File: src/sv/dce_pkg.sv
// Shared types and constants of the daisy-chain position enumerator.
package dce_pkg;

    // Kind of an input transaction.
    localparam logic OP_TICK   = 1'b0;
    localparam logic OP_REPORT = 1'b1;

    // Register indexes of the configuration port.
    localparam logic [1:0] CFG_DEBOUNCE_TICKS  = 2'd0;
    localparam logic [1:0] CFG_OUT_DELAY_TICKS = 2'd1;
    localparam logic [1:0] CFG_MAX_INDEX       = 2'd2;

    // Phase codes as they appear on the result.
    localparam logic [1:0] PHASE_WAIT     = 2'd0;
    localparam logic [1:0] PHASE_DEBOUNCE = 2'd1;
    localparam logic [1:0] PHASE_ASSIGNED = 2'd2;
    localparam logic [1:0] PHASE_DONE     = 2'd3;

    // A peer index of all ones means that no peer has been heard.
    localparam logic [7:0] PEER_NONE = 8'hFF;

    // Reset values of the configuration registers.
    localparam logic [7:0] DEBOUNCE_TICKS_RST  = 8'd5;
    localparam logic [7:0] OUT_DELAY_TICKS_RST = 8'd5;
    localparam logic [7:0] MAX_INDEX_RST       = 8'd254;

    typedef struct packed {
        logic [7:0] debounce_ticks;
        logic [7:0] out_delay_ticks;
        logic [7:0] max_index;
    } t_cfg;

    typedef struct packed {
        logic       operation;
        logic       line_in;
        logic [7:0] peer_index;
    } t_item;

    typedef struct packed {
        logic [1:0] phase_now;
        logic [7:0] assigned_index;
        logic       unenumerated;
        logic       chain_out;
    } t_result;

endpackage

File: src/sv/dce_cfg_regs.sv
// Configuration registers of the daisy-chain position enumerator.
module dce_cfg_regs (
    input  logic          i_clk,
    input  logic          i_rst_n,
    input  logic          i_cfg_we,
    input  logic [1:0]    i_cfg_index,
    input  logic [7:0]    i_cfg_data,
    output dce_pkg::t_cfg o_cfg
);
    import dce_pkg::*;

    t_cfg r_cfg;

    // Write decode; an index beyond the register list is ignored.
    always_ff @(posedge i_clk) begin
        if (!i_rst_n) begin
            r_cfg.debounce_ticks  <= DEBOUNCE_TICKS_RST;
            r_cfg.out_delay_ticks <= OUT_DELAY_TICKS_RST;
            r_cfg.max_index       <= MAX_INDEX_RST;
        end else if (i_cfg_we) begin
            case (i_cfg_index)
                CFG_DEBOUNCE_TICKS:  r_cfg.debounce_ticks  <= i_cfg_data;
                CFG_OUT_DELAY_TICKS: r_cfg.out_delay_ticks <= i_cfg_data;
                CFG_MAX_INDEX:       r_cfg.max_index       <= i_cfg_data;
                default: ;
            endcase
        end
    end

    assign o_cfg = r_cfg;

endmodule

File: src/sv/dce_core.sv
// Enumeration state machine: peer latch, debounce, index claim and output delay.
module dce_core (
    input  logic             i_clk,
    input  logic             i_rst_n,
    input  dce_pkg::t_cfg    i_cfg,
    input  logic             i_fire,
    input  dce_pkg::t_item   i_item,
    output dce_pkg::t_result o_result
);
    import dce_pkg::*;

    typedef enum logic [1:0] {
        ST_WAIT     = 2'd0,
        ST_DEBOUNCE = 2'd1,
        ST_ASSIGNED = 2'd2,
        ST_DONE     = 2'd3
    } t_state;

    t_state     r_phase, n_phase;
    logic [7:0] r_deb_cnt, n_deb_cnt;
    logic [7:0] r_dly_cnt, n_dly_cnt;
    logic [7:0] r_highest, n_highest;
    logic [7:0] r_latched, n_latched;
    logic       r_latch_valid, n_latch_valid;
    logic [7:0] r_own, n_own;
    logic       r_unenum, n_unenum;
    logic       r_out_level, n_out_level;
    logic [7:0] deb_inc;
    logic [7:0] dly_inc;

    assign deb_inc = r_deb_cnt + 8'd1;
    assign dly_inc = r_dly_cnt + 8'd1;

    // Next state for one transaction.
    always_comb begin
        n_phase       = r_phase;
        n_deb_cnt     = r_deb_cnt;
        n_dly_cnt     = r_dly_cnt;
        n_highest     = r_highest;
        n_latched     = r_latched;
        n_latch_valid = r_latch_valid;
        n_own         = r_own;
        n_unenum      = r_unenum;
        n_out_level   = r_out_level;
        if (i_item.operation == OP_TICK) begin
            // Fold the latched report into the highest peer first.
            if (r_latch_valid && r_phase != ST_DONE) begin
                n_latch_valid = 1'b0;
                if (r_highest == PEER_NONE || r_latched > r_highest) begin
                    n_highest = r_latched;
                end
            end
            case (r_phase)
                ST_WAIT: begin
                    if (i_item.line_in) begin
                        n_deb_cnt = 8'd1;
                        n_phase   = ST_DEBOUNCE;
                    end
                end
                ST_DEBOUNCE: begin
                    if (!i_item.line_in) begin
                        n_deb_cnt = 8'd0;
                        n_phase   = ST_WAIT;
                    end else begin
                        n_deb_cnt = deb_inc;
                        if (deb_inc >= i_cfg.debounce_ticks) begin
                            if (n_highest == PEER_NONE || n_highest < i_cfg.max_index) begin
                                n_own     = (n_highest == PEER_NONE) ? 8'd0
                                                                     : n_highest + 8'd1;
                                n_unenum  = 1'b0;
                                n_dly_cnt = 8'd0;
                                n_phase   = ST_ASSIGNED;
                            end else begin
                                // The chain is full: no index can be claimed.
                                n_unenum  = 1'b1;
                                n_deb_cnt = 8'd0;
                                n_phase   = ST_WAIT;
                            end
                        end
                    end
                end
                ST_ASSIGNED: begin
                    n_dly_cnt = dly_inc;
                    if (dly_inc >= i_cfg.out_delay_ticks) begin
                        n_out_level = 1'b1;
                        n_phase     = ST_DONE;
                    end
                end
                default: ;
            endcase
        end else if (r_phase != ST_DONE && i_item.peer_index != PEER_NONE) begin
            // Keep the largest report seen since the last tick.
            if (!r_latch_valid || i_item.peer_index > r_latched) begin
                n_latched = i_item.peer_index;
            end
            n_latch_valid = 1'b1;
        end
    end

    // State registers advance once per transaction.
    always_ff @(posedge i_clk) begin
        if (!i_rst_n) begin
            r_phase       <= ST_WAIT;
            r_deb_cnt     <= 8'd0;
            r_dly_cnt     <= 8'd0;
            r_highest     <= PEER_NONE;
            r_latched     <= PEER_NONE;
            r_latch_valid <= 1'b0;
            r_own         <= 8'd0;
            r_unenum      <= 1'b1;
            r_out_level   <= 1'b0;
        end else if (i_fire) begin
            r_phase       <= n_phase;
            r_deb_cnt     <= n_deb_cnt;
            r_dly_cnt     <= n_dly_cnt;
            r_highest     <= n_highest;
            r_latched     <= n_latched;
            r_latch_valid <= n_latch_valid;
            r_own         <= n_own;
            r_unenum      <= n_unenum;
            r_out_level   <= n_out_level;
        end
    end

    // The result shows the state after the transaction.
    assign o_result.phase_now      = n_phase;
    assign o_result.assigned_index = n_own;
    assign o_result.unenumerated   = n_unenum;
    assign o_result.chain_out      = n_out_level;

endmodule

File: src/sv/daisy_chain_enumerator_top.sv
// Top level of the daisy-chain position enumerator.
//
// Input channel: i_in_valid / o_in_stall with fields i_operation, i_line_in and
// i_peer_index. A tick transaction advances the enumeration controller; a peer
// report transaction latches a neighbour's chain index until the next tick.
// Output channel: o_out_valid / i_out_stall with one result transaction per
// input transaction: phase, claimed index, not-enumerated flag and enable-out.
// Configuration is written through i_cfg_we, i_cfg_index and i_cfg_data; the
// user must write it only while the block is idle, which the block itself does
// not enforce; it takes effect at once. An accepted transaction waits in the
// input register until the state update loads the result register.
// Throughput is one transaction per cycle while the receiver does not stall.
// While the receiver stalls, the result register holds; one more transaction is
// held in the input register, after which o_in_stall rises.
// Reset is synchronous and active low; it empties both registers, restores the
// register defaults and returns the controller to the wait phase.
module daisy_chain_enumerator_top (
    input  logic       i_clk,
    input  logic       i_rst_n,
    input  logic       i_in_valid,
    output logic       o_in_stall,
    input  logic       i_operation,
    input  logic       i_line_in,
    input  logic [7:0] i_peer_index,
    output logic       o_out_valid,
    input  logic       i_out_stall,
    output logic [1:0] o_phase_now,
    output logic [7:0] o_assigned_index,
    output logic       o_unenumerated,
    output logic       o_chain_out,
    input  logic       i_cfg_we,
    input  logic [1:0] i_cfg_index,
    input  logic [7:0] i_cfg_data
);
    import dce_pkg::*;

    t_cfg    cfg;
    t_result core_result;
    t_item   r_in_item;
    logic    r_in_valid;
    t_result r_out_result;
    logic    r_out_valid;
    logic    out_free;
    logic    fire;
    logic    in_take;

    dce_cfg_regs u_cfg_regs (
        .i_clk       (i_clk),
        .i_rst_n     (i_rst_n),
        .i_cfg_we    (i_cfg_we),
        .i_cfg_index (i_cfg_index),
        .i_cfg_data  (i_cfg_data),
        .o_cfg       (cfg)
    );

    dce_core u_core (
        .i_clk    (i_clk),
        .i_rst_n  (i_rst_n),
        .i_cfg    (cfg),
        .i_fire   (fire),
        .i_item   (r_in_item),
        .o_result (core_result)
    );

    // Handshake: the held transaction moves on when the result register is free.
    assign out_free   = !r_out_valid || !i_out_stall;
    assign fire       = r_in_valid && out_free;
    assign o_in_stall = r_in_valid && !out_free;
    assign in_take    = i_in_valid && !o_in_stall;

    // Input register.
    always_ff @(posedge i_clk) begin
        if (!i_rst_n) begin
            r_in_valid <= 1'b0;
        end else if (in_take) begin
            r_in_valid <= 1'b1;
        end else if (fire) begin
            r_in_valid <= 1'b0;
        end
    end

    always_ff @(posedge i_clk) begin
        if (in_take) begin
            r_in_item.operation  <= i_operation;
            r_in_item.line_in    <= i_line_in;
            r_in_item.peer_index <= i_peer_index;
        end
    end

    // Result register.
    always_ff @(posedge i_clk) begin
        if (!i_rst_n) begin
            r_out_valid <= 1'b0;
        end else if (fire) begin
            r_out_valid <= 1'b1;
        end else if (!i_out_stall) begin
            r_out_valid <= 1'b0;
        end
    end

    always_ff @(posedge i_clk) begin
        if (fire) begin
            r_out_result <= core_result;
        end
    end

    assign o_out_valid      = r_out_valid;
    assign o_phase_now      = r_out_result.phase_now;
    assign o_assigned_index = r_out_result.assigned_index;
    assign o_unenumerated   = r_out_result.unenumerated;
    assign o_chain_out      = r_out_result.chain_out;

    // Enable-out is only driven once the done phase has been reached.
    a_chain_out_done: assert property (@(posedge i_clk) disable iff (!i_rst_n)
        o_out_valid && o_chain_out |-> o_phase_now == PHASE_DONE)
        else $error("enable-out high outside the done phase");

    // A claimed index keeps the controller in the assigned or done phase.
    a_claim_phase: assert property (@(posedge i_clk) disable iff (!i_rst_n)
        o_out_valid && !o_unenumerated |->
            o_phase_now == PHASE_ASSIGNED || o_phase_now == PHASE_DONE)
        else $error("index claimed but phase is wait or debounce");

    // Back-pressure only when both registers are occupied and the receiver stalls.
    a_stall_full: assert property (@(posedge i_clk) disable iff (!i_rst_n)
        o_in_stall |-> r_in_valid && r_out_valid && i_out_stall)
        else $error("input stalled with a free register");

    // Reset empties the result register.
    a_reset_empty: assert property (@(posedge i_clk)
        !i_rst_n |=> !o_out_valid)
        else $error("result valid straight after reset");

endmodule
File: config.mk
export PLATFORM = sky130hd
export DESIGN_NAME = daisy_chain_enumerator_top
export DESIGN_NICKNAME = d
export VERILOG_FILES = /design/src/sv/dce_pkg.sv /design/src/sv/dce_cfg_regs.sv /design/src/sv/dce_core.sv /design/src/sv/daisy_chain_enumerator_top.sv
export SDC_FILE = /design/constraint.sdc
export NUM_CORES = 1
export LEC_CHECK = 0
export ABC_AREA = 1
export BUFFER_PORTS_ARGS = -buffer_cell sky130_fd_sc_hd__buf_4
export CORE_ASPECT_RATIO = 1.5
export CORE_MARGIN = 4
export CORE_UTILIZATION = 40
export DETAILED_ROUTE_END_ITERATION = 6
export PLACE_DENSITY = 0.65
export SLEW_MARGIN = 20
export SYNTH_ARGS = -nofsm -noshare
export SYNTH_HDL_FRONTEND = slang
export SYNTH_SLANG_ARGS = --single-unit
File: constraint.sdc
create_clock -name i_clk -period 8.8 [get_ports i_clk]
set_input_delay 1.32 -clock i_clk [delete_from_list [all_inputs] [get_ports i_clk]]
set_output_delay 1.32 -clock i_clk [all_outputs]
set_load 0.01 [all_outputs]
# Word level (Yosys, flattened, before mapping)

Index checks and enable logic that the tools add are counted.

Register bits: 93
Latch bits: 0
Bits in writable memories: 0
Memory bits (read-only): 0
Logic and storage cells: 112
Memories kept: 0

$add $sub $neg: 3
$mul: 0
Div/mod/pow operators: 0
Magnitude comparators: 5
Eq/ne operators: 14
Shift-type cells: 0
Multiplexer cells: 40
Bitwise logic cells: 1
Reductions and logical operators: 28

Operators with widths:

| cell                | number |
|---|---|
| $mux 8              | 16 |
| $pmux 8 s2          | 2 |
| $add 8x1->8 const B | 3 |
| $eq 8x8->1 const B  | 2 |
| $ge 8x8->1          | 2 |
| $gt 8x8->1          | 2 |
| $mux 1              | 15 |
| $mux 2              | 6 |
| $lt 8x8->1          | 1 |
| $ne 2x1->1 const B  | 4 |
| $ne 8x8->1 const B  | 1 |
| $reduce_and 2->1    | 4 |
| $reduce_and 4->1    | 2 |
| $reduce_bool 2->1   | 4 |
| $ne 2x2->1 const B  | 3 |
| $pmux 2 s3          | 1 |
| $reduce_and 6->1    | 1 |
| $logic_and 1x1->1   | 5 |
| $logic_not 1->1     | 5 |
| $eq 2x1->1 const B  | 2 |
| $eq 2x2->1 const B  | 2 |
| $logic_not 2->1     | 2 |
| $logic_or 1x1->1    | 4 |
| $reduce_and 3->1    | 1 |
| $not 1->1           | 1 |

# Depth between registers and ports, before layout

Word-level depth: 12
Depth in mapped cells: 28
Mapped depth without buffers: 27

# Modules after synthesis

From an unflattened synthesis, not the netlist that was laid out.

Cells, all modules: 693
Area, all modules: 5,255.0 um2

Modules (own cells, without submodules):

| module                     | times used | cells each | area an instance (um2) | sequential area each (um2) |
|---|---|---|---|---|
| dce_core                   | 1          | 522        | 3,488.3                | 900.9 |
| dce_cfg_regs               | 1          | 136        | 1,011.0                | 480.5 |
| daisy_chain_enumerator_top | 1          | 35         | 755.7                  | 700.7 |

# Least setup slack after synthesis

No wires, ideal clock.

Path type: reg-to-reg
From: register u_core.r_highest[7]
To: register r_out_result (netlist bit o_unenumerated), data pin
Library setup time: 257 ps
Arrival: 2,786 ps
Required time: 8,543 ps
Path slack: 5,757 ps
Cell stages (with the launch flop): 22
Period minus slack after synthesis: 3,043 ps
Path through: dfxtp_1 inv_1 ha_1 nand2_1 nor2_1 nand2_1 nand2_1 nand2_1 nand2_2 nand2_4 buf_6 o21ai_1 inv_1 ha_1 nand2_1 nor2_1 a211oi_1 nand2_1 nand2_8 nand2_8 o21ai_1 inv_1

RTL lines:

| item                     | RTL line                          | text |
|---|---|---|
| start: declaration       | dce_core.sv:22                    | `logic [7:0] r_highest, n_highest;` |
| start signal: assignment | dce_core.sv:116                   | `r_highest <= n_highest;` |
| end signal: assignment   | daisy_chain_enumerator_top.sv:103 | `r_out_result <= core_result;` |
| end: declaration         | daisy_chain_enumerator_top.sv:41  | `t_result r_out_result;` |

# Final worst setup path

From: register u_core.r_highest[3]
To: register u_core.r_own[0]

Word-level cells in the longest chain between the ends: 12
Elaborated cells between the ends (all ways): 16
Those cells by class: 1 x add/sub; 2 x order compare; 2 x eq/ne; 9 x mux; 2 x reduce/logical

RTL lines:

| item                                              | RTL line                       | text |
|---|---|---|
| $gt 8x8->1 / $eq 8x8->1 (equally long branches)   | dce_core.sv:49                 | `if (r_highest == PEER_NONE \|\| r_latched > r_highest) begin` |
| $logic_or 1x1->1                                  | dce_core.sv:49                 |  |
| $mux 8                                            | dce_core.sv:49                 |  |
| $mux 8 (*)                                        | dce_core.sv:47                 | `if (r_latch_valid && r_phase != ST_DONE) begin` |
| $mux 8 (*)                                        | dce_core.sv:45                 | `if (i_item.operation == OP_TICK) begin` |
| $add 8x1->8 (tied with other cells)               | dce_core.sv:69                 | `: n_highest + 8'd1;` |
| $mux 8 / $logic_or 1x1->1 (equally long branches) | dce_core.sv:68, dce_core.sv:67 |  |
| $mux 8 (*)                                        | dce_core.sv:67                 | `if (n_highest == PEER_NONE \|\| n_highest < i_cfg.max_index) begin` |
| $mux 8 (*)                                        | dce_core.sv:66                 | `if (deb_inc >= i_cfg.debounce_ticks) begin` |
| $mux 8 (*)                                        | dce_core.sv:61                 | `if (!i_item.line_in) begin` |
| $mux 8 (*)                                        | dce_core.sv:53                 | `case (r_phase)` |
| $mux 8 (*)                                        | dce_core.sv:45                 |  |
| end signal: assignment                            | dce_core.sv:119                | `r_own <= n_own;` |
| end: declaration                                  | dce_core.sv:25                 | `logic [7:0] r_own, n_own;` |

Mark *: on every way between the ends. The rest lies on a longest branch, timed or not. The select of a mux whose other input is x is not followed.
A chain may end at the register's enable or synchronous reset.

==> run_results.csv <==
group,metric,value,unit
sta,finalHoldViolCount,0,
route,dr.pass1.iters,5,
yosys,synth_ff_type,"dfxtp_1",
layout,area_growth,14.4,%
yosys,synth_edf_count,22,
pwr,vdd_ir_drop_max,0.104,mV
yosys,synth.mux.area_fraction,0,
floorplan,die_x,99.4,µm
yosys,seq_area_frac_synth,0.415,
place,routabilityCongestion,0.850,
clocking,cts_buffer_depth,2,
layout,nFillCells,1190,
clocking,root_buffer,"clkbuf_16",
layout,n_antenna_cell,0,
yosys,synth_area_per_cell,8.08,µm²
yosys,ys_ff_latch,93,
floorplan,std_cell_rows,49,
route,dr.first_iter.drc_count,191,
yosys,yosysMostFrequentCell,"nand2_1",
floorplan,start_util,0.413,
sta,tightest_slew,1.05,ns
critical_path,cp-end-kind,"flip-flop",
clocking,cts_tree,"yes",
route,vias,4211,
sta,setup_tns,0,ns
floorplan,chipHeight,145,µm
route,viasPerCell,5.17,
pwr,p_per_area,180,nW/µm²
place,io_buffers,38,
clocking,clk_latency,0.35,ns
sta,fmaxAchievable,291,MHz
yosys,synthAdderAreaFrac,0.105,
run_status,outcome,"finished clean",
sta,finClkSkew,0.00839,ns
global_route,track_usage,0.159,
yosys,synth_nets,688,
sta,layout_min_cycle_time,3.44,ns
clocking,post_cts_buffers,0,
floorplan,ios,39,
sta,setup_ws,5.36,ns
yosys,synth_xor_area_frac,0.0244,
route,drt_wl_total,11.4,mm
sta,maxSlewViolCount,0,
clocking,htreeDepth,3,
route,remaining_drc_errors,0,
flow_run,cap_viol_max_count,0,
route,drt.antenna.violating_nets,0,
critical_path,worstSetupStartpointType,"flip-flop",
place,dpl.hpwl,8.60,mm
route,wire_per_inst,14.0,µm
critical_path,required,9.10,ns
sta,slew_headroom,0.297,
yosys,yosysWarnings,0,
critical_path,cp_max_fo,15,
clocking,clkTransAtPathRegs,0.07,ns
place,place_inst,798,
global_route,grt_start_max_net_pins,39,
clocking,cts_buffers,9,
clocking,ctsResizeCount,0,
place,pre_cts_ws,5.08,ns
layout,final_area,5740,µm²
pwr,p_leak,0.00278,µW
yosys,synth_top_family_by_area,"simple AND/OR/NAND/NOR gates",
global_route,grt_pass1_wl,18.5,mm
critical_path,crit_arrival,3.74,ns
yosys,synth-async-reset-ratio,0,
layout,final_cells,814,
yosys,synth_cells,621,
yosys,synth_area,5020,µm²
sta,rsz0062_at_grt,"false",
place,post_dp_cell_area,5440,µm²
yosys,yosys.area.top_type_share,0.283,
global_route,antenna_found_initial,0,
yosys,synth_area_leader_cell,"dfxtp_1",
clocking,cts_sinks,93,
global_route,grt_pass1_vias,4085,
layout,drive_gt1_frac,0.126,
clocking,ctsHoldBuffers,0,
critical_path,critical_path_class,"reg2reg",
yosys,ys_top_cells_by_area,"dfxtp_1 (28%), edfxtp_1 (13%), ha_1 (10%), nand2_1 (8.8%), inv_1 (6.8%)",
min_path,hold_path.class,"reg2reg",
floorplan,core_area,12100,µm²
sta,period_share,0.391,
yosys,synth_cell_types,38,
yosys,synth_common_cells,"nand2_1 (117), inv_1 (91), dfxtp_1 (71)",
floorplan,dieArea,14400,µm²
global_route,grt-ovfl-total,0,
sta,setup_viol,0,
layout,fin_nets,723,
yosys,synth-simple-area-share,0.226,
yosys,synth_compound_area_frac,0.144,
[layout by cell type, fill, tap and decap left out, types with 22 or more instances in the layout]
cell type / count
nand2_1: 117
nand3_1: 37
nor2_1: 38
ha_1: 42
buf_4: 39
inv_1: 91
a21oi_1: 53
o211ai_1: 22
dfxtp_1: 71
o21ai_0: 27
edfxtp_1: 22
[cell families after synthesis]
family                   Yosys count
AO/OA/AOI/OAI                    121
AND/OR/NAND/NOR                  239
adder cells (fa/ha/maj)           42
XOR/XNOR                          14
flip-flops                        93
buffers and inverters            112
[per-layer routing]
metal	global-route usage	vias to the layer above	share of wire
li1	-	2138	-
met1	0.169	1944	0.38
met2	0.291	92	0.53
met3	0.0336	37	0.043
met4	0.0779	0	0.041
met5	0	-	0
[area by class of cell]
class / count / area [µm²] / share of cell area
multi-input combinational: 416 / 2500 / 0.437
sequential: 93 / 2080 / 0.363
inverter: 97 / 364 / 0.0635
timing repair buffer: 39 / 293 / 0.0510
clock buffer: 11 / 243 / 0.0423
tap: 153 / 191 / 0.0334
clock inverter: 5 / 60.1 / 0.0105
[stage by stage]
step	utilization	hold WS, ns	total power (µW)
2_1_floorplan	-	0.430	603
3_5_place_dp	0.448	0.452	648
6_report	0.473	0.468	1030
3_3_place_gp	0.448	0.443	642
4_1_cts	0.473	0.467	1040
5_1_grt	0.473	0.492	1090
[critical path, stage by stage (launching register included)]
cell      delay [ns]
dfxtp_1         0.36
inv_1           0.08
ha_1            0.30
nand2_1         0.05
inv_1           0.06
nand2_1         0.06
nand2_1         0.05
nand2_1         0.06
nand2_1         0.07
nand2_1         0.07
nand2_2         0.09
nand2_4         0.14
o21ai_1         0.37
inv_1           0.12
ha_1            0.31
nand2_1         0.09
nor2_1          0.05
a211oi_1        0.21
nand2_1         0.22
nor2_1          0.24
nand3_1         0.15
nand3_1         0.11
nand2_1         0.09
inv_1           0.05
[worst paths after layout]
path                   startpoint                    to  slack, ns  cells past startpoint
max           u_core.r_highest[3]       u_core.r_own[0]       5.36                     23
min          u_cfg_regs.o_cfg[21]  u_cfg_regs.o_cfg[21]       0.47                      2
max reg2reg   u_core.r_highest[3]       u_core.r_own[0]       5.36                     23
min reg2reg  u_cfg_regs.o_cfg[21]  u_cfg_regs.o_cfg[21]       0.47                      2
[flip-flops by register name, summed over array words and instances (netlist names), 2 cells and up]
name              flops
o_phase_now           2
u_cfg_regs.o_cfg     24
r_in_item            10
o_assigned_index      8
u_core.r_dly_cnt      8
u_core.r_deb_cnt      8
u_core.r_own          8
u_core.r_highest      8
u_core.r_phase        2
u_core.r_latched      8
[where the power goes]
group	switching, µW	internal (µW)
Clock	165	228
Sequential	10.8	458
Combinational	109	62.0
Total	284	748
No activity file was read; power rests on OpenSTA's default activity.
